File: src/rtl/core/mre_pkg.sv
// Shared types, codes and helper functions for the mouse report encoder.
`timescale 1ns / 1ps
package mre_pkg;

	localparam int CELL_BITS_DEF  = 12;
	localparam int PIXEL_BITS_DEF = 15;
	localparam int QUEUE_DEPTH    = 2;
	localparam int ADDR_W         = 4;
	localparam int CODE_BITS      = 7;

	// event kinds
	localparam logic [1:0] OP_PRESS   = 2'd0;
	localparam logic [1:0] OP_RELEASE = 2'd1;
	localparam logic [1:0] OP_MOVE    = 2'd2;

	// buttons
	localparam logic [2:0] BTN_MIDDLE     = 3'd1;
	localparam logic [2:0] BTN_RIGHT      = 3'd2;
	localparam logic [2:0] BTN_WHEEL_UP   = 3'd3;
	localparam logic [2:0] BTN_WHEEL_DOWN = 3'd4;

	// report modes
	localparam logic [1:0] MODE_OFF    = 2'd0;
	localparam logic [1:0] MODE_PRESS  = 2'd1;
	localparam logic [1:0] MODE_BUTTON = 2'd2;
	localparam logic [1:0] MODE_ANY    = 2'd3;

	// register indexes (byte address bits [3:2])
	localparam logic [1:0] REG_MODE  = 2'd0;
	localparam logic [1:0] REG_SGR   = 2'd1;
	localparam logic [1:0] REG_PIXEL = 2'd2;

	localparam logic [7:0] LEGACY_LIMIT  = 8'd223;
	localparam logic [7:0] LEGACY_OFFSET = 8'd32;
	localparam logic [CODE_BITS-1:0] MOTION_BIT = 7'd32;
	localparam logic [1:0] NO_BUTTON = 2'd3;

	localparam logic [7:0] CH_ESC    = 8'h1b;
	localparam logic [7:0] CH_LBRACK = 8'h5b;
	localparam logic [7:0] CH_LT     = 8'h3c;
	localparam logic [7:0] CH_UPPER_M = 8'h4d;
	localparam logic [7:0] CH_LOWER_M = 8'h6d;
	localparam logic [7:0] CH_SEMI   = 8'h3b;
	localparam logic [7:0] CH_ZERO   = 8'h30;

	typedef struct packed {
		logic                 sgr;
		logic                 press;
		logic [CODE_BITS-1:0] code;
		logic [3:0]           code_tens;
		logic [3:0]           code_ones;
	} mre_cmd_t;

	// decimal digits needed for an unsigned value of the given width
	function automatic int dec_digits(input int bits);
		int v;
		int n;
		v = (1 << bits) - 1;
		n = 1;
		for (int i = 0; i < 10; i++) begin
			if (v >= 10) begin
				v = v / 10;
				n = n + 1;
			end
		end
		return n;
	endfunction

	function automatic logic [CODE_BITS-1:0] code_of(input logic [2:0] button);
		logic [CODE_BITS-1:0] c;
		unique case (button)
			BTN_MIDDLE:     c = 7'd1;
			BTN_RIGHT:      c = 7'd2;
			BTN_WHEEL_UP:   c = 7'd64;
			BTN_WHEEL_DOWN: c = 7'd65;
			default:        c = 7'd0;
		endcase
		return c;
	endfunction

	// tens and ones of a code below 100
	function automatic logic [7:0] code_digits(input logic [CODE_BITS-1:0] code);
		logic [3:0]           tens;
		logic [CODE_BITS-1:0] rem;
		tens = 4'd0;
		for (int t = 1; t < 10; t++) begin
			if (code >= 7'(t * 10))
				tens = 4'(t);
		end
		rem = code - 7'(tens) * 7'd10;
		return {tens, rem[3:0]};
	endfunction

endpackage

File: src/rtl/core/mre_front.sv
// Event classifier: tracks button and selection state and queues report commands.
`timescale 1ns / 1ps
module mre_front #(
	parameter int CELL_BITS  = mre_pkg::CELL_BITS_DEF,
	parameter int PIXEL_BITS = mre_pkg::PIXEL_BITS_DEF,
	parameter int VAL_BITS   = 17
) (
	input  logic                  clk,
	input  logic                  arst_n,
	input  logic                  in_valid,
	output logic                  in_ready,
	input  logic [1:0]            opcode,
	input  logic [2:0]            button,
	input  logic [CELL_BITS-1:0]  cell_x,
	input  logic [CELL_BITS-1:0]  cell_y,
	input  logic [PIXEL_BITS-1:0] pixel_x,
	input  logic [PIXEL_BITS-1:0] pixel_y,
	input  logic                  pixel_valid,
	input  logic                  shift_held,
	input  logic                  alt_held,
	input  logic                  ctrl_held,
	input  logic [1:0]            report_mode,
	input  logic                  sgr_enable,
	input  logic                  sgr_pixel_enable,
	input  logic                  cmd_space,
	output logic                  cmd_valid,
	output mre_pkg::mre_cmd_t     cmd,
	output logic [VAL_BITS-1:0]   cmd_x,
	output logic [VAL_BITS-1:0]   cmd_y
);
	import mre_pkg::*;

	logic [1:0]           held_code_q;
	logic                 held_valid_q;
	logic [CELL_BITS-1:0] last_col_q;
	logic [CELL_BITS-1:0] last_row_q;
	logic                 last_valid_q;
	logic                 pending_q;
	logic                 selecting_q;

	logic [1:0]           held_code_d;
	logic                 held_valid_d;
	logic [CELL_BITS-1:0] last_col_d;
	logic [CELL_BITS-1:0] last_row_d;
	logic                 last_valid_d;
	logic                 pending_d;
	logic                 selecting_d;

	logic                 accept;
	logic                 report;
	logic                 press;
	logic [CODE_BITS-1:0] code;
	logic [CODE_BITS-1:0] btn_code;
	logic [CODE_BITS-1:0] mods;
	logic                 is_wheel;
	logic                 use_pix;
	logic                 sgr;
	logic                 overflow;
	logic [7:0]           digits;

	assign in_ready = cmd_space;
	assign accept   = in_valid && cmd_space;
	assign btn_code = code_of(button);
	assign mods     = {2'b00, ctrl_held, alt_held, shift_held, 2'b00};
	assign is_wheel = (button == BTN_WHEEL_UP) || (button == BTN_WHEEL_DOWN);

	always_comb begin
		held_code_d  = held_code_q;
		held_valid_d = held_valid_q;
		last_col_d   = last_col_q;
		last_row_d   = last_row_q;
		last_valid_d = last_valid_q;
		pending_d    = pending_q;
		selecting_d  = selecting_q;
		report       = 1'b0;
		press        = 1'b1;
		code         = '0;
		unique case (opcode)
			OP_PRESS: begin
				if (!shift_held && report_mode != MODE_OFF) begin
					report = 1'b1;
					code   = btn_code + mods;
					if (!is_wheel) begin
						held_code_d  = btn_code[1:0];
						held_valid_d = 1'b1;
						last_col_d   = cell_x;
						last_row_d   = cell_y;
						last_valid_d = 1'b1;
					end
				end else begin
					selecting_d = 1'b0;
					pending_d   = 1'b1;
				end
			end
			OP_RELEASE: begin
				pending_d = 1'b0;
				if (selecting_q) begin
					selecting_d = 1'b0;
				end else if (report_mode != MODE_OFF && held_valid_q) begin
					report = 1'b1;
					press  = 1'b0;
					code   = ((sgr_enable || sgr_pixel_enable) ? btn_code
						: {5'b0, NO_BUTTON}) + mods;
					held_valid_d = 1'b0;
					last_valid_d = 1'b0;
				end
			end
			OP_MOVE: begin
				if (pending_q) begin
					pending_d   = 1'b0;
					selecting_d = 1'b1;
				end
				// a pending selection turns active and swallows the move
				if (!(pending_q || selecting_q)
						&& !(last_valid_q && cell_x == last_col_q && cell_y == last_row_q)
						&& (report_mode == MODE_ANY
							|| (report_mode == MODE_BUTTON && held_valid_q))) begin
					report = 1'b1;
					code   = {5'b0, held_valid_q ? held_code_q : NO_BUTTON} + MOTION_BIT + mods;
					last_col_d   = cell_x;
					last_row_d   = cell_y;
					last_valid_d = 1'b1;
				end
			end
			default: begin
			end
		endcase
	end

	assign use_pix  = sgr_pixel_enable && pixel_valid;
	assign sgr      = use_pix || sgr_enable;
	assign overflow = (cell_x >= CELL_BITS'(LEGACY_LIMIT)) || (cell_y >= CELL_BITS'(LEGACY_LIMIT));
	assign digits   = code_digits(code);

	// state still updates when a legacy report is out of range
	assign cmd_valid     = accept && report && (sgr || !overflow);
	assign cmd.sgr       = sgr;
	assign cmd.press     = press;
	assign cmd.code      = code;
	assign cmd.code_tens = digits[7:4];
	assign cmd.code_ones = digits[3:0];
	assign cmd_x = use_pix ? VAL_BITS'(pixel_x) + VAL_BITS'(1) : VAL_BITS'(cell_x) + VAL_BITS'(1);
	assign cmd_y = use_pix ? VAL_BITS'(pixel_y) + VAL_BITS'(1) : VAL_BITS'(cell_y) + VAL_BITS'(1);

	always_ff @(posedge clk or negedge arst_n) begin
		if (!arst_n) begin
			held_code_q  <= '0;
			held_valid_q <= 1'b0;
			last_col_q   <= '0;
			last_row_q   <= '0;
			last_valid_q <= 1'b0;
			pending_q    <= 1'b0;
			selecting_q  <= 1'b0;
		end else if (accept) begin
			held_code_q  <= held_code_d;
			held_valid_q <= held_valid_d;
			last_col_q   <= last_col_d;
			last_row_q   <= last_row_d;
			last_valid_q <= last_valid_d;
			pending_q    <= pending_d;
			selecting_q  <= selecting_d;
		end
	end

endmodule

File: src/rtl/core/mre_fifo.sv
// Small command queue between the classifier and the byte serializer.
`timescale 1ns / 1ps
module mre_fifo #(
	parameter int WIDTH = 35,
	parameter int DEPTH = mre_pkg::QUEUE_DEPTH
) (
	input  logic             clk,
	input  logic             arst_n,
	input  logic             push,
	input  logic [WIDTH-1:0] wr_data,
	output logic             space,
	input  logic             pop,
	output logic             rd_valid,
	output logic [WIDTH-1:0] rd_data
);
	localparam int PTR_W = (DEPTH > 1) ? $clog2(DEPTH) : 1;
	localparam int CNT_W = $clog2(DEPTH + 1);

	logic [WIDTH-1:0] mem_q [DEPTH];
	logic [PTR_W-1:0] wr_ptr_q;
	logic [PTR_W-1:0] rd_ptr_q;
	logic [CNT_W-1:0] count_q;

	assign space    = count_q != CNT_W'(DEPTH);
	assign rd_valid = count_q != '0;
	assign rd_data  = mem_q[rd_ptr_q];

	always_ff @(posedge clk) begin
		if (push)
			mem_q[wr_ptr_q] <= wr_data;
	end

	always_ff @(posedge clk or negedge arst_n) begin
		if (!arst_n) begin
			wr_ptr_q <= '0;
			rd_ptr_q <= '0;
			count_q  <= '0;
		end else begin
			if (push)
				wr_ptr_q <= (wr_ptr_q == PTR_W'(DEPTH - 1)) ? '0 : wr_ptr_q + PTR_W'(1);
			if (pop)
				rd_ptr_q <= (rd_ptr_q == PTR_W'(DEPTH - 1)) ? '0 : rd_ptr_q + PTR_W'(1);
			if (push && !pop)
				count_q <= count_q + CNT_W'(1);
			else if (pop && !push)
				count_q <= count_q - CNT_W'(1);
		end
	end

endmodule

File: src/rtl/core/mre_back.sv
// Byte serializer: SGR coordinates to decimal, one byte per cycle unless stalled.
`timescale 1ns / 1ps
module mre_back #(
	parameter int VAL_BITS = 17
) (
	input  logic                clk,
	input  logic                arst_n,
	input  logic                cmd_valid,
	output logic                cmd_pop,
	input  mre_pkg::mre_cmd_t   cmd,
	input  logic [VAL_BITS-1:0] cmd_x,
	input  logic [VAL_BITS-1:0] cmd_y,
	output logic                m_tvalid,
	input  logic                m_tready,
	output logic [7:0]          m_tdata,  // out_byte
	output logic                m_tlast   // last_byte
);
	import mre_pkg::*;

	localparam int NCONV      = (VAL_BITS + 3) / 4;
	localparam int CONV_BITS  = NCONV * 4;
	localparam int DEC_DIGITS = dec_digits(VAL_BITS);
	localparam int BCD_W      = DEC_DIGITS * 4;
	localparam int DIG_W      = (DEC_DIGITS > 1) ? $clog2(DEC_DIGITS) : 1;
	localparam int CNT_W      = $clog2(NCONV + 1);

	localparam logic [3:0] ST_IDLE  = 4'd0;
	localparam logic [3:0] ST_ESC   = 4'd1;
	localparam logic [3:0] ST_BRK   = 4'd2;
	localparam logic [3:0] ST_LEAD  = 4'd3;
	localparam logic [3:0] ST_CODE  = 4'd4;
	localparam logic [3:0] ST_SEMI1 = 4'd5;
	localparam logic [3:0] ST_XDIG  = 4'd6;
	localparam logic [3:0] ST_SEMI2 = 4'd7;
	localparam logic [3:0] ST_YDIG  = 4'd8;
	localparam logic [3:0] ST_FIN   = 4'd9;
	localparam logic [3:0] ST_LCB   = 4'd10;
	localparam logic [3:0] ST_LCX   = 4'd11;
	localparam logic [3:0] ST_LCY   = 4'd12;

	logic [3:0]           state_q, state_d;
	logic [DIG_W-1:0]     dig_q, dig_d;
	logic [CNT_W-1:0]     conv_cnt_q;
	mre_cmd_t             ctl_q;
	logic [CONV_BITS-1:0] xbin_q, ybin_q;
	logic [BCD_W-1:0]     xbcd_q, ybcd_q;
	logic                 out_valid_q;
	logic [7:0]           out_data_q;
	logic                 out_last_q;

	logic                 slot_free;
	logic                 emit;
	logic                 load;
	logic [7:0]           byte_d;
	logic                 last_d;
	logic [DIG_W-1:0]     xtop, ytop;
	logic [3:0]           xdigit, ydigit, cdigit;
	logic [BCD_W+CONV_BITS-1:0] xstep, ystep;

	// four double-dabble steps: add-3 correction then shift in the next bit
	function automatic logic [BCD_W+CONV_BITS-1:0] dd4(input logic [BCD_W-1:0] bcd_in,
			input logic [CONV_BITS-1:0] bin_in);
		logic [BCD_W-1:0]     b;
		logic [CONV_BITS-1:0] v;
		b = bcd_in;
		v = bin_in;
		for (int s = 0; s < 4; s++) begin
			for (int d = 0; d < DEC_DIGITS; d++) begin
				if (b[d*4 +: 4] >= 4'd5)
					b[d*4 +: 4] = b[d*4 +: 4] + 4'd3;
			end
			b = {b[BCD_W-2:0], v[CONV_BITS-1]};
			v = {v[CONV_BITS-2:0], 1'b0};
		end
		return {b, v};
	endfunction

	assign xstep = dd4(xbcd_q, xbin_q);
	assign ystep = dd4(ybcd_q, ybin_q);

	// highest nonzero digit, leading zeros are not sent
	always_comb begin
		xtop = '0;
		ytop = '0;
		for (int d = 0; d < DEC_DIGITS; d++) begin
			if (xbcd_q[d*4 +: 4] != 4'd0)
				xtop = DIG_W'(d);
			if (ybcd_q[d*4 +: 4] != 4'd0)
				ytop = DIG_W'(d);
		end
	end

	assign xdigit = xbcd_q[{dig_q, 2'b00} +: 4];
	assign ydigit = ybcd_q[{dig_q, 2'b00} +: 4];
	assign cdigit = (dig_q != '0) ? ctl_q.code_tens : ctl_q.code_ones;

	assign slot_free = !out_valid_q || m_tready;
	assign cmd_pop   = load;

	always_comb begin
		state_d = state_q;
		dig_d   = dig_q;
		load    = 1'b0;
		emit    = 1'b0;
		byte_d  = CH_ESC;
		last_d  = 1'b0;
		unique case (state_q)
			ST_IDLE: begin
				if (cmd_valid) begin
					load    = 1'b1;
					state_d = ST_ESC;
				end
			end
			ST_ESC: begin
				byte_d = CH_ESC;
				if (slot_free) begin
					emit    = 1'b1;
					state_d = ST_BRK;
				end
			end
			ST_BRK: begin
				byte_d = CH_LBRACK;
				if (slot_free) begin
					emit    = 1'b1;
					state_d = ST_LEAD;
				end
			end
			ST_LEAD: begin
				byte_d = ctl_q.sgr ? CH_LT : CH_UPPER_M;
				if (slot_free) begin
					emit    = 1'b1;
					state_d = ctl_q.sgr ? ST_CODE : ST_LCB;
					dig_d   = (ctl_q.code_tens != 4'd0) ? DIG_W'(1) : '0;
				end
			end
			ST_CODE: begin
				byte_d = CH_ZERO + {4'b0, cdigit};
				if (slot_free) begin
					emit = 1'b1;
					if (dig_q == '0)
						state_d = ST_SEMI1;
					else
						dig_d = dig_q - DIG_W'(1);
				end
			end
			ST_SEMI1: begin
				byte_d = CH_SEMI;
				// digits are needed next, wait for the conversion to finish
				if (slot_free && conv_cnt_q == '0) begin
					emit    = 1'b1;
					state_d = ST_XDIG;
					dig_d   = xtop;
				end
			end
			ST_XDIG: begin
				byte_d = CH_ZERO + {4'b0, xdigit};
				if (slot_free) begin
					emit = 1'b1;
					if (dig_q == '0)
						state_d = ST_SEMI2;
					else
						dig_d = dig_q - DIG_W'(1);
				end
			end
			ST_SEMI2: begin
				byte_d = CH_SEMI;
				if (slot_free) begin
					emit    = 1'b1;
					state_d = ST_YDIG;
					dig_d   = ytop;
				end
			end
			ST_YDIG: begin
				byte_d = CH_ZERO + {4'b0, ydigit};
				if (slot_free) begin
					emit = 1'b1;
					if (dig_q == '0)
						state_d = ST_FIN;
					else
						dig_d = dig_q - DIG_W'(1);
				end
			end
			ST_FIN: begin
				byte_d = ctl_q.press ? CH_UPPER_M : CH_LOWER_M;
				last_d = 1'b1;
				if (slot_free) begin
					emit    = 1'b1;
					state_d = ST_IDLE;
				end
			end
			ST_LCB: begin
				byte_d = {1'b0, ctl_q.code} + LEGACY_OFFSET;
				if (slot_free) begin
					emit    = 1'b1;
					state_d = ST_LCX;
				end
			end
			ST_LCX: begin
				byte_d = xbin_q[7:0] + LEGACY_OFFSET;
				if (slot_free) begin
					emit    = 1'b1;
					state_d = ST_LCY;
				end
			end
			ST_LCY: begin
				byte_d = ybin_q[7:0] + LEGACY_OFFSET;
				last_d = 1'b1;
				if (slot_free) begin
					emit    = 1'b1;
					state_d = ST_IDLE;
				end
			end
			default: begin
				state_d = ST_IDLE;
			end
		endcase
	end

	always_ff @(posedge clk or negedge arst_n) begin
		if (!arst_n) begin
			state_q     <= ST_IDLE;
			dig_q       <= '0;
			conv_cnt_q  <= '0;
			out_valid_q <= 1'b0;
		end else begin
			state_q <= state_d;
			dig_q   <= dig_d;
			if (load)
				conv_cnt_q <= cmd.sgr ? CNT_W'(NCONV) : '0;
			else if (conv_cnt_q != '0)
				conv_cnt_q <= conv_cnt_q - CNT_W'(1);
			if (emit)
				out_valid_q <= 1'b1;
			else if (m_tready)
				out_valid_q <= 1'b0;
		end
	end

	always_ff @(posedge clk) begin
		if (load) begin
			ctl_q  <= cmd;
			xbin_q <= CONV_BITS'(cmd_x);
			ybin_q <= CONV_BITS'(cmd_y);
			xbcd_q <= '0;
			ybcd_q <= '0;
		end else if (conv_cnt_q != '0) begin
			{xbcd_q, xbin_q} <= xstep;
			{ybcd_q, ybin_q} <= ystep;
		end
		if (emit) begin
			out_data_q <= byte_d;
			out_last_q <= last_d;
		end
	end

	assign m_tvalid = out_valid_q;
	assign m_tdata  = out_data_q;
	assign m_tlast  = out_last_q;

	a_conv_done: assert property (@(posedge clk) disable iff (!arst_n)
		(state_q == ST_XDIG || state_q == ST_YDIG) |-> conv_cnt_q == '0)
		else $error("coordinate digits used before conversion finished");

	a_digit_bcd: assert property (@(posedge clk) disable iff (!arst_n)
		(state_q == ST_XDIG) |-> xdigit <= 4'd9)
		else $error("x digit out of decimal range");

	a_sgr_path: assert property (@(posedge clk) disable iff (!arst_n)
		(state_q == ST_CODE || state_q == ST_XDIG || state_q == ST_YDIG) |-> ctl_q.sgr)
		else $error("decimal field sent for a legacy report");

	a_last_ends: assert property (@(posedge clk) disable iff (!arst_n)
		(emit && last_d) |=> state_q == ST_IDLE)
		else $error("report did not end after its last byte");

endmodule

File: src/rtl/core/mouse_report_encoder.sv
// Mouse report encoder: press/release/move events in, xterm report bytes out.
// Reports pass the queue, the serializer's load state and its output register.
// Throughput: one byte per cycle unless stalled; reports are 6 bytes legacy or
// up to 18 SGR, each loaded after the previous one ends, with the decimal
// conversion overlapping the prefix bytes. A 2-entry queue decouples the sides.
// Reset: arst_n clears registers, tracking state and queue; no clearing pass.
`timescale 1ns / 1ps
module mouse_report_encoder #(
	parameter int CELL_BITS   = mre_pkg::CELL_BITS_DEF,
	parameter int PIXEL_BITS  = mre_pkg::PIXEL_BITS_DEF,
	parameter int QUEUE_DEPTH = mre_pkg::QUEUE_DEPTH
) (
	input  logic clk,
	input  logic arst_n,
	// input events
	input  logic s_tvalid,
	output logic s_tready,
	// button, cell_x, cell_y, pixel_x, pixel_y, pixel_valid, shift_held, alt_held,
	// ctrl_held; zero padded to bytes
	input  logic [((3 + 2*CELL_BITS + 2*PIXEL_BITS + 4 + 7) / 8) * 8 - 1:0] s_tdata,
	input  logic [1:0] s_tuser,  // opcode
	// report bytes
	output logic m_tvalid,
	input  logic m_tready,
	output logic [7:0] m_tdata,  // out_byte
	output logic m_tlast,        // last_byte
	// configuration
	input  logic psel,
	input  logic penable,
	input  logic pwrite,
	input  logic [mre_pkg::ADDR_W-1:0] paddr,
	input  logic [31:0] pwdata,
	output logic [31:0] prdata,
	output logic pready
);
	import mre_pkg::*;

	localparam int VAL_BITS = ((CELL_BITS > PIXEL_BITS) ? CELL_BITS : PIXEL_BITS) + 1;
	localparam int CMD_BITS = $bits(mre_cmd_t);
	localparam int Q_W      = CMD_BITS + 2 * VAL_BITS;
	localparam int OFS_CY   = 3 + CELL_BITS;
	localparam int OFS_PX   = 3 + 2 * CELL_BITS;
	localparam int OFS_PY   = OFS_PX + PIXEL_BITS;
	localparam int OFS_FLG  = OFS_PY + PIXEL_BITS;

	logic [1:0] report_mode_q;
	logic       sgr_enable_q;
	logic       sgr_pixel_enable_q;
	logic       cfg_write;

	logic                front_valid;
	logic                q_space;
	mre_cmd_t            front_cmd;
	logic [VAL_BITS-1:0] front_x, front_y;
	logic                q_valid;
	logic                q_pop;
	logic [Q_W-1:0]      q_rd;
	mre_cmd_t            back_cmd;

	assign pready    = 1'b1;
	assign cfg_write = psel && penable && pwrite && pready;

	always_ff @(posedge clk or negedge arst_n) begin
		if (!arst_n) begin
			report_mode_q      <= MODE_OFF;
			sgr_enable_q       <= 1'b0;
			sgr_pixel_enable_q <= 1'b0;
		end else if (cfg_write) begin
			unique case (paddr[3:2])
				REG_MODE:  report_mode_q      <= pwdata[1:0];
				REG_SGR:   sgr_enable_q       <= pwdata[0];
				REG_PIXEL: sgr_pixel_enable_q <= pwdata[0];
				default: begin
				end
			endcase
		end
	end

	always_comb begin
		unique case (paddr[3:2])
			REG_MODE:  prdata = {30'b0, report_mode_q};
			REG_SGR:   prdata = {31'b0, sgr_enable_q};
			REG_PIXEL: prdata = {31'b0, sgr_pixel_enable_q};
			default:   prdata = '0;
		endcase
	end

	mre_front #(
		.CELL_BITS  (CELL_BITS),
		.PIXEL_BITS (PIXEL_BITS),
		.VAL_BITS   (VAL_BITS)
	) u_front (
		.clk              (clk),
		.arst_n           (arst_n),
		.in_valid         (s_tvalid),
		.in_ready         (s_tready),
		.opcode           (s_tuser),
		.button           (s_tdata[2:0]),
		.cell_x           (s_tdata[3 +: CELL_BITS]),
		.cell_y           (s_tdata[OFS_CY +: CELL_BITS]),
		.pixel_x          (s_tdata[OFS_PX +: PIXEL_BITS]),
		.pixel_y          (s_tdata[OFS_PY +: PIXEL_BITS]),
		.pixel_valid      (s_tdata[OFS_FLG]),
		.shift_held       (s_tdata[OFS_FLG + 1]),
		.alt_held         (s_tdata[OFS_FLG + 2]),
		.ctrl_held        (s_tdata[OFS_FLG + 3]),
		.report_mode      (report_mode_q),
		.sgr_enable       (sgr_enable_q),
		.sgr_pixel_enable (sgr_pixel_enable_q),
		.cmd_space        (q_space),
		.cmd_valid        (front_valid),
		.cmd              (front_cmd),
		.cmd_x            (front_x),
		.cmd_y            (front_y)
	);

	mre_fifo #(
		.WIDTH (Q_W),
		.DEPTH (QUEUE_DEPTH)
	) u_fifo (
		.clk      (clk),
		.arst_n   (arst_n),
		.push     (front_valid),
		.wr_data  ({front_cmd, front_x, front_y}),
		.space    (q_space),
		.pop      (q_pop),
		.rd_valid (q_valid),
		.rd_data  (q_rd)
	);

	assign back_cmd = q_rd[Q_W-1 -: CMD_BITS];

	mre_back #(
		.VAL_BITS (VAL_BITS)
	) u_back (
		.clk       (clk),
		.arst_n    (arst_n),
		.cmd_valid (q_valid),
		.cmd_pop   (q_pop),
		.cmd       (back_cmd),
		.cmd_x     (q_rd[VAL_BITS +: VAL_BITS]),
		.cmd_y     (q_rd[VAL_BITS-1:0]),
		.m_tvalid  (m_tvalid),
		.m_tready  (m_tready),
		.m_tdata   (m_tdata),
		.m_tlast   (m_tlast)
	);

endmodule

File: config.mk
export PLATFORM = sky130hd
export DESIGN_NAME = mouse_report_encoder
export DESIGN_NICKNAME = d
export VERILOG_FILES = /design/src/rtl/core/mre_pkg.sv /design/src/rtl/core/mre_front.sv /design/src/rtl/core/mre_fifo.sv /design/src/rtl/core/mre_back.sv /design/src/rtl/core/mouse_report_encoder.sv
export SDC_FILE = /design/constraint.sdc
export NUM_CORES = 1
export LEC_CHECK = 0
export BUFFER_PORTS_ARGS = -buffer_cell sky130_fd_sc_hd__buf_2
export CAP_MARGIN = 20
export CELL_PAD_IN_SITES_DETAIL_PLACEMENT = 2
export CELL_PAD_IN_SITES_GLOBAL_PLACEMENT = 2
export CORE_MARGIN = 1.5
export CORE_UTILIZATION = 40
export CTS_CLUSTER_SIZE = 8
export DETAILED_ROUTE_END_ITERATION = 16
export GPL_TIMING_DRIVEN = 0
export PLACE_DENSITY = 0.86
export SLEW_MARGIN = 10
export SYNTH_ARGS = -nofsm -noshare
export SYNTH_HDL_FRONTEND = slang
export SYNTH_SLANG_ARGS = --single-unit
File: constraint.sdc
create_clock -name clk -period 8.3 [get_ports clk]
set_input_delay 0 -clock clk [delete_from_list [all_inputs] [get_ports clk]]
set_output_delay 0 -clock clk [all_outputs]
set_load 0.005 [all_outputs]
Word-level counts from Yosys, hierarchy flattened
Memories as Yosys holds them, arrays and structs flattened.
Cells that the tools add are included.
{"block": "op_classes", "addsub": 61, "mul": 1, "n_lt_le_gt_ge": 51, "eq_ne": 49, "n_shift": 2, "mux": 145, "bitwise": 1, "reduce_logical": 73}
{"op": "$mux W4", "n": 51}
{"op": "$ge A4 B3 Y1 const B", "n": 40}
{"op": "$add A4 B2 Y4 const B", "n": 32}
{"op": "$mux W16", "n": 6}
{"op": "$pmux W8 S10", "n": 1}
{"op": "$mux W12", "n": 6}
{"op": "$mux W3", "n": 22}
{"op": "$pmux W12 S2", "n": 2}
{"op": "$pmux W4 S12", "n": 1}
{"op": "$mux W7", "n": 6}
{"op": "$reduce_bool A4 Y1", "n": 10}
{"op": "$shiftx A20 B6 Y4", "n": 2}
{"op": "$ne A2 B1 Y1 const B", "n": 19}
{"op": "$add A15 B1 Y16 const B", "n": 2}
{"op": "$mux W1", "n": 30}
{"op": "$pmux W7 S4", "n": 1}
{"op": "$add A12 B1 Y13 const B", "n": 2}
{"op": "$add A3 B2 Y3 const B", "n": 8}
{"op": "$eq A12 B12 Y1", "n": 2}
{"op": "$ge A12 B8 Y1 const B", "n": 2}
{"op": "$add A6 B4 Y7 const A", "n": 3}
{"op": "$add A7 B5 Y7", "n": 3}
{"op": "$ge A7 B6 Y1 const B", "n": 3}
{"op": "$ge A7 B7 Y1 const B", "n": 3}
{"op": "other kinds (47)", "n": 126}
{"block": "totals", "reg_bits": 147, "ram_bits": 98, "inputBits": 109, "out_inout_bits": 44, "elab_cells": 412, "mem_count": 1}
{"memory": "u_fifo.mem_q", "depth": 2, "width": 49, "rd": 1, "rd_clocked_by_memory_dff": 0, "write_ports": 1, "line": "mre_fifo.sv:19", "text": "logic [WIDTH-1:0] mem_q [DEPTH];"}

Logic depth before layout (Yosys ltp)
{"block": "depth", "ltp_word": 20, "ltp_mapped": 23, "ltp_nobuf": 23}

By module
Synthesis repeated with hierarchy kept, for this count alone.
{"block": "hier_totals", "cells_unflattened": 1853, "hier_area_um2": 17677.0}
{"module": "mre_back", "n_inst": 1, "cells_per_inst": 1215, "area_each_um2": 9826.9, "seq_area_each_um2": 2817.7}
{"module": "mre_fifo", "n_inst": 1, "cells_per_inst": 169, "area_each_um2": 3978.8, "seq_area_each_um2": 3042.9}
{"module": "mre_front", "n_inst": 1, "cells_per_inst": 420, "area_each_um2": 3412.0, "seq_area_each_um2": 750.7}
{"module": "mouse_report_encoder", "n_inst": 1, "cells_per_inst": 49, "area_each_um2": 459.2, "seq_area_each_um2": 100.1}

Worst setup path after synthesis
Ideal clock, no wire load.
{"block": "synth_timing", "kind": "flip-flop to flip-flop", "from": "register report_mode_q[0]", "to": "memory u_fifo.mem_q[0][0] in the netlist's numbering (enable)", "arrival_time_ns": 3.812, "setup_slack_ns": 4.028, "stages_incl_launch_ff": 7, "n_path_buf": 0, "synth_period_minus_slack_ns": 4.272, "cell_sequence": "dfrtp_1 > nor2_1 > nor4b_4 > o211ai_4 > and2b_2 > a2111oi_2 > nor2b_1"}
{"block": "synth_between", "elab_chain_cells": 10}
{"item": "start: declaration", "line": "mouse_report_encoder.sv:46", "text": "logic [1:0] report_mode_q;"}
{"item": "start signal: assignment", "line": "mouse_report_encoder.sv:70", "text": "REG_MODE: report_mode_q <= pwdata[1:0];"}
{"item": "$eq A2 B2 Y1", "line": "mre_front.sv:117", "text": "|| (report_mode == MODE_BUTTON && held_valid_q))) begin"}
{"item": "$logic_and A1 B1 Y1", "line": "mre_front.sv:117"}
{"item": "$logic_or A1 B1 Y1", "line": "mre_front.sv:117"}
{"item": "$logic_and A1 B1 Y1", "line": "mre_front.sv:116", "text": "&& (report_mode == MODE_ANY"}
{"item": "$mux W1", "line": "mre_front.sv:114", "text": "if (!(pending_q || selecting_q)"}
{"item": "$pmux W1 S3 *", "line": "mre_front.sv:78", "text": "unique case (opcode)"}
{"item": "$logic_and A1 B1 Y1 * (2 in a row)", "line": "mre_front.sv:136", "text": "assign cmd_valid = accept && report && (sgr || !overflow);"}
{"item": "net front_valid", "line": "mouse_report_encoder.sv:51", "text": "logic front_valid;"}
{"item": "$mux W1 *", "line": "mre_fifo.sv:29", "text": "if (push)"}
{"item": "$mux W1 (implied by the code) *", "line": "mre_fifo.sv:30", "text": "mem_q[wr_ptr_q] <= wr_data;"}
{"item": "end: declaration", "line": "mre_fifo.sv:19"}
Mark *: on every way through the listed nets, which the timed path passes. The rest lies on a longest branch.

Worst setup path after layout
{"block": "layout_timing", "from": "register u_back.xbcd_q[5]", "to": "register u_back.xbcd_q[10]"}
{"block": "layout_between", "elab_chain_cells": 8}
{"item": "start: declaration", "line": "mre_back.sv:46", "text": "logic [BCD_W-1:0] xbcd_q, ybcd_q;"}
{"item": "start signal: assignment", "line": "mre_back.sv:247", "text": "{xbcd_q, xbin_q} <= xstep;"}
{"item": "$add A4 B2 Y4 or $ge A4 B3 Y1 (tied branches)", "line": "mre_back.sv:70, mre_back.sv:69"}
{"item": "$mux W4 *", "line": "mre_back.sv:69", "text": "if (b[d*4 +: 4] >= 4'd5)"}
{"item": "$add A4 B2 Y4 or $ge A4 B3 Y1 (tied branches)", "line": "mre_back.sv:70, mre_back.sv:69"}
{"item": "$mux W4", "line": "mre_back.sv:69"}
{"item": "$add A4 B2 Y4 or $ge A4 B3 Y1 (tied branches)", "line": "mre_back.sv:70, mre_back.sv:69"}
{"item": "$mux W4", "line": "mre_back.sv:69"}
{"item": "$add A4 B2 Y4 or $ge A4 B3 Y1 (tied branches)", "line": "mre_back.sv:70, mre_back.sv:69"}
{"item": "$mux W4 *", "line": "mre_back.sv:69"}
Mark *: on every way between the ends. The rest lies on a longest branch, timed or not.
A chain may end at the register's enable or synchronous reset.

==> results.cfg <==
[logic_synthesis]
ys_seq_elements = 242
ys_async_sr_fraction_pct = 20.25
synthCells = 1690
synth.lib_cells_used.distinct = 95
synthesis.area_mm2 = 0.01667
yosys_warnings = 0
seq_area_frac_synth_pct = 39.71
synthesis.area_per_instance_um2 = 9.866
postSynth.topFlopCell = sky130_fd_sc_hd__edfxtp_1
synth-edff-count = 153

[layout]
fill_cells = 4285
final_layout_size_suffix_gt1_share_pct = 15.66
ff_latch_area_mm2 = 0.006621
design.final.nets = 2103
syn_to_final_growth_pct = 17.21
antenna_cells = 0
multiInputGateArea_mm2 = 0.009299
layout.cells.most_common = sky130_fd_sc_hd__edfxtp_1
layout.cells.most_common_list = sky130_fd_sc_hd__edfxtp_1, sky130_fd_sc_hd__nand2_1, sky130_fd_sc_hd__nor2_1

[global_route]
grt_ovf = 0
grt_usage_pct = 32.04
grt_pass1_wl_um = 104800
grt_pass1_vias = 16650
initial_antenna_violation_count = 0
grt_max_degree = 35

[status]
result_of_the_run = completed

[clock_tree]
insertion_delay_ns = 0.55
cts.root.buffer_cell = sky130_fd_sc_hd__clkbuf_16
cts_tree = built
cts_made_buffers = 36
worst_setup_hold_path_clk_slew_ns = 0.06
total_number_of_clock_tree_sinks = 242
clk_path_buf_depth = 3
number_of_levels_in_the_clock_h_tree = 2

[sta]
max_slew.worst_pin.slew_ns = 0.9589
setup-tns-final_ns = 0
period_minus_slack_ns = 5.013
clock_skew_ns = 0.02867
slew_viol_final = 0
max-slew-margin-rel_pct = 35.84
max_freq_mhz = 199.5
finalHoldViolCount = 0
finalCritPeriodShare_pct = 60.40
final-setup-viol-count = 0
rsz0062_at_grt = no

[routing]
routed-via-count = 14670
vias_per_cell = 5.976
residual_drc_count = 0
totalWireLength_um = 69220
wl_per_cell_um = 28.21
initialDrtViolationCount = 937
ant_nets = 0
drt_first_pass_iters = 6

[floorplanning]
initial_utilization_pct = 40.65
ioPinCount = 153
die_area_mm2 = 0.04292
die_x_um = 207.2
core_area_mm2 = 0.04102
floorplan.die.height_um = 207.2
fp-row-count = 74

[critical_path]
setup.worst_path.class = flip-flop to flip-flop
worst_ep_required_time_ns = 8.68
cp_top_family = compound AO/OA/AOI/OAI gates
crit_chain = inv_1 -> ha_1 -> nand2b_1 -> nor3b_1 -> a21oi_1 -> inv_1 -> ha_1 -> nand2b_1 -> a21boi_1 -> xnor2_1 -> ha_1 -> nand2_1 -> o21ai_0 -> a22oi_1 -> o22a_1 -> xnor2_1 -> inv_1 -> ha_1 -> nor2b_1 -> o21ai_2 -> mux2i_1 -> a211oi_1
cp-end-kind = flip-flop
cp_slowest_cell = sky130_fd_sc_hd__a21oi_1
critical_path.max_fanout = 4
crit_path_frequent_cell = sky130_fd_sc_hd__ha_1
max_incr_delay_on_cp_ns = 0.45
critPathLaunchType = flip-flop
worstPathArrival_ns = 5.39
cp.buffers_inverters = 3

[place]
place.detailed.hpwl_um = 44300
quantity_of_i_o_buffers_inserted_on_ports = 82
gp_congestion = 0.8832

[hold_path]
worstHoldPathType = input pin to flip-flop

[run]
cap_violations = 0
[Yosys cell counts, types with 5 or more instances]
master	count	area (um2)
sky130_fd_sc_hd__edfxtp_1	153	4594
sky130_fd_sc_hd__nand2_1	134	503.0
sky130_fd_sc_hd__nor2_1	126	473.0
sky130_fd_sc_hd__o21ai_0	101	505.5
sky130_fd_sc_hd__inv_1	100	375.4
sky130_fd_sc_hd__a21oi_1	99	495.5
sky130_fd_sc_hd__ha_1	99	1239
sky130_fd_sc_hd__mux2i_1	90	900.9
sky130_fd_sc_hd__xnor2_1	76	665.6
sky130_fd_sc_hd__mux2_2	69	777.0
sky130_fd_sc_hd__nand2b_1	52	325.3
sky130_fd_sc_hd__dfrtp_1	49	1226
sky130_fd_sc_hd__clkbuf_1	47	176.4
sky130_fd_sc_hd__dfxtp_1	40	800.8
sky130_fd_sc_hd__xor2_1	39	341.6
sky130_fd_sc_hd__nand3_1	37	185.2
sky130_fd_sc_hd__buf_4	31	232.7
sky130_fd_sc_hd__nor3_1	25	125.1
sky130_fd_sc_hd__nor2b_1	24	150.1
sky130_fd_sc_hd__a211oi_1	22	165.2
sky130_fd_sc_hd__nor3b_1	22	165.2
sky130_fd_sc_hd__o21ai_1	19	95.09
sky130_fd_sc_hd__and3_1	11	68.82
sky130_fd_sc_hd__nand4_1	11	68.82
sky130_fd_sc_hd__a21boi_1	9	67.56
sky130_fd_sc_hd__a21oi_2	9	78.83
sky130_fd_sc_hd__o21a_1	9	67.56
sky130_fd_sc_hd__a22oi_1	8	60.06
sky130_fd_sc_hd__mux2_1	8	90.09
sky130_fd_sc_hd__mux4_2	8	180.2
sky130_fd_sc_hd__o22ai_1	8	50.05
sky130_fd_sc_hd__a31oi_1	7	43.79
sky130_fd_sc_hd__nor4_1	7	43.79
sky130_fd_sc_hd__o211ai_1	7	52.55
sky130_fd_sc_hd__buf_1	6	22.52
sky130_fd_sc_hd__mux2_4	6	90.09
sky130_fd_sc_hd__and2_1	5	31.28
sky130_fd_sc_hd__o21ai_2	5	43.79
[final cells by class]
type / count / share of cell area (%)
Timing Repair Buffer: 137 / 5.096
Inverter: 107 / 2.055
Clock inverter: 1 / 0.08323
Clock buffer: 65 / 5.487
Multi-Input combinational cell: 1281 / 47.58
Buffer: 89 / 2.407
Sequential cell: 242 / 33.88
Tap cell: 532 / 3.406
[cells by family after synthesis]
| family | count (synthesis) | synth area share [%] |
|---|---|---|
| other | 2 | 0.04504 |
| buffers and inverters | 196 | 5.223 |
| AOI/OAI and AO/OA | 373 | 14.66 |
| DFF | 242 | 39.71 |
| adders and majority gates | 100 | 7.549 |
| xor gates and xnor gates | 118 | 6.334 |
| muxes | 184 | 12.52 |
| and+or+nand+nor | 475 | 13.96 |
[routing by layer]
metal	global-route usage (%)	vias to the layer above	routed length [um]
li1	-	6416	-
met1	33.19	7374	24650
met4	21.63	0	5140
met2	60.09	592	36340
met5	0	-	0
met3	4.351	283	3086
[worst paths after layout]
path                                              from                     end  slack [ns]  depth (start not counted)
worst min-delay path                       s_tdata[28]     u_fifo.mem_q[0][17]        0.03                          3
max in group asynchronous                       arst_n   u_front.last_row_q[3]        6.37                          4
min in group asynchronous                       arst_n   u_front.last_row_q[0]        0.47                          3
worst max register to register        u_back.xbcd_q[5]       u_back.xbcd_q[10]        3.29                         22
worst max-delay path                  u_back.xbcd_q[5]       u_back.xbcd_q[10]        3.29                         22
worst min register to register  u_front.held_code_q[1]  u_front.held_code_q[1]        0.53                          1
[metrics by stage]
| step | instances | cell area, um2 | util, % | hold WS, ns | worst slack, ns |
|---|---|---|---|---|---|
| after floorplan | 1719 | 16780 | - | -0.2956 | 4.028 |
| after global placement | 2333 | 17860 | 43.54 | 0.2341 | 2.797 |
| after detailed placement | 2337 | 17940 | 43.75 | 0.006031 | 3.389 |
| after CTS | 2454 | 19540 | 47.64 | 0.005406 | 3.252 |
| after global routing | 2454 | 19540 | 47.64 | 0.04499 | 2.932 |
| final | 2454 | 19540 | 47.64 | 0.03222 | 3.287 |
[registers in the layout (all words and copies together) (netlist names), 12 cells and up]
| name | flops |
|---|---|
| u_back.ctl_q | 16 |
| u_back.xbcd_q | 20 |
| u_back.xbin_q | 16 |
| u_back.ybcd_q | 20 |
| u_back.ybin_q | 16 |
| u_fifo.mem_q | 96 |
| u_front.last_col_q | 12 |
| u_front.last_row_q | 12 |
[worst register-to-register path: cells and delay by family, from the launching register on]
| kind | cells | cell delay (ns) |
|---|---|---|
| compound gates | 7 | 1.50 |
| xor+xnor | 2 | 0.65 |
| fa+ha+maj | 4 | 0.93 |
| buf+inv | 3 | 0.36 |
| flops | 1 | 0.40 |
| mux | 1 | 0.26 |
| simple gates | 5 | 0.74 |
[timing repair]
action,4_1_cts,5_1_grt
hold endpoints to repair,102,0
hold buffers,51,0
buffers inserted,0,0
gates resized for setup,0,0
Power is not shown: default switching activity piles up to over one toggle a cycle in this logic, so the estimate is an artifact.
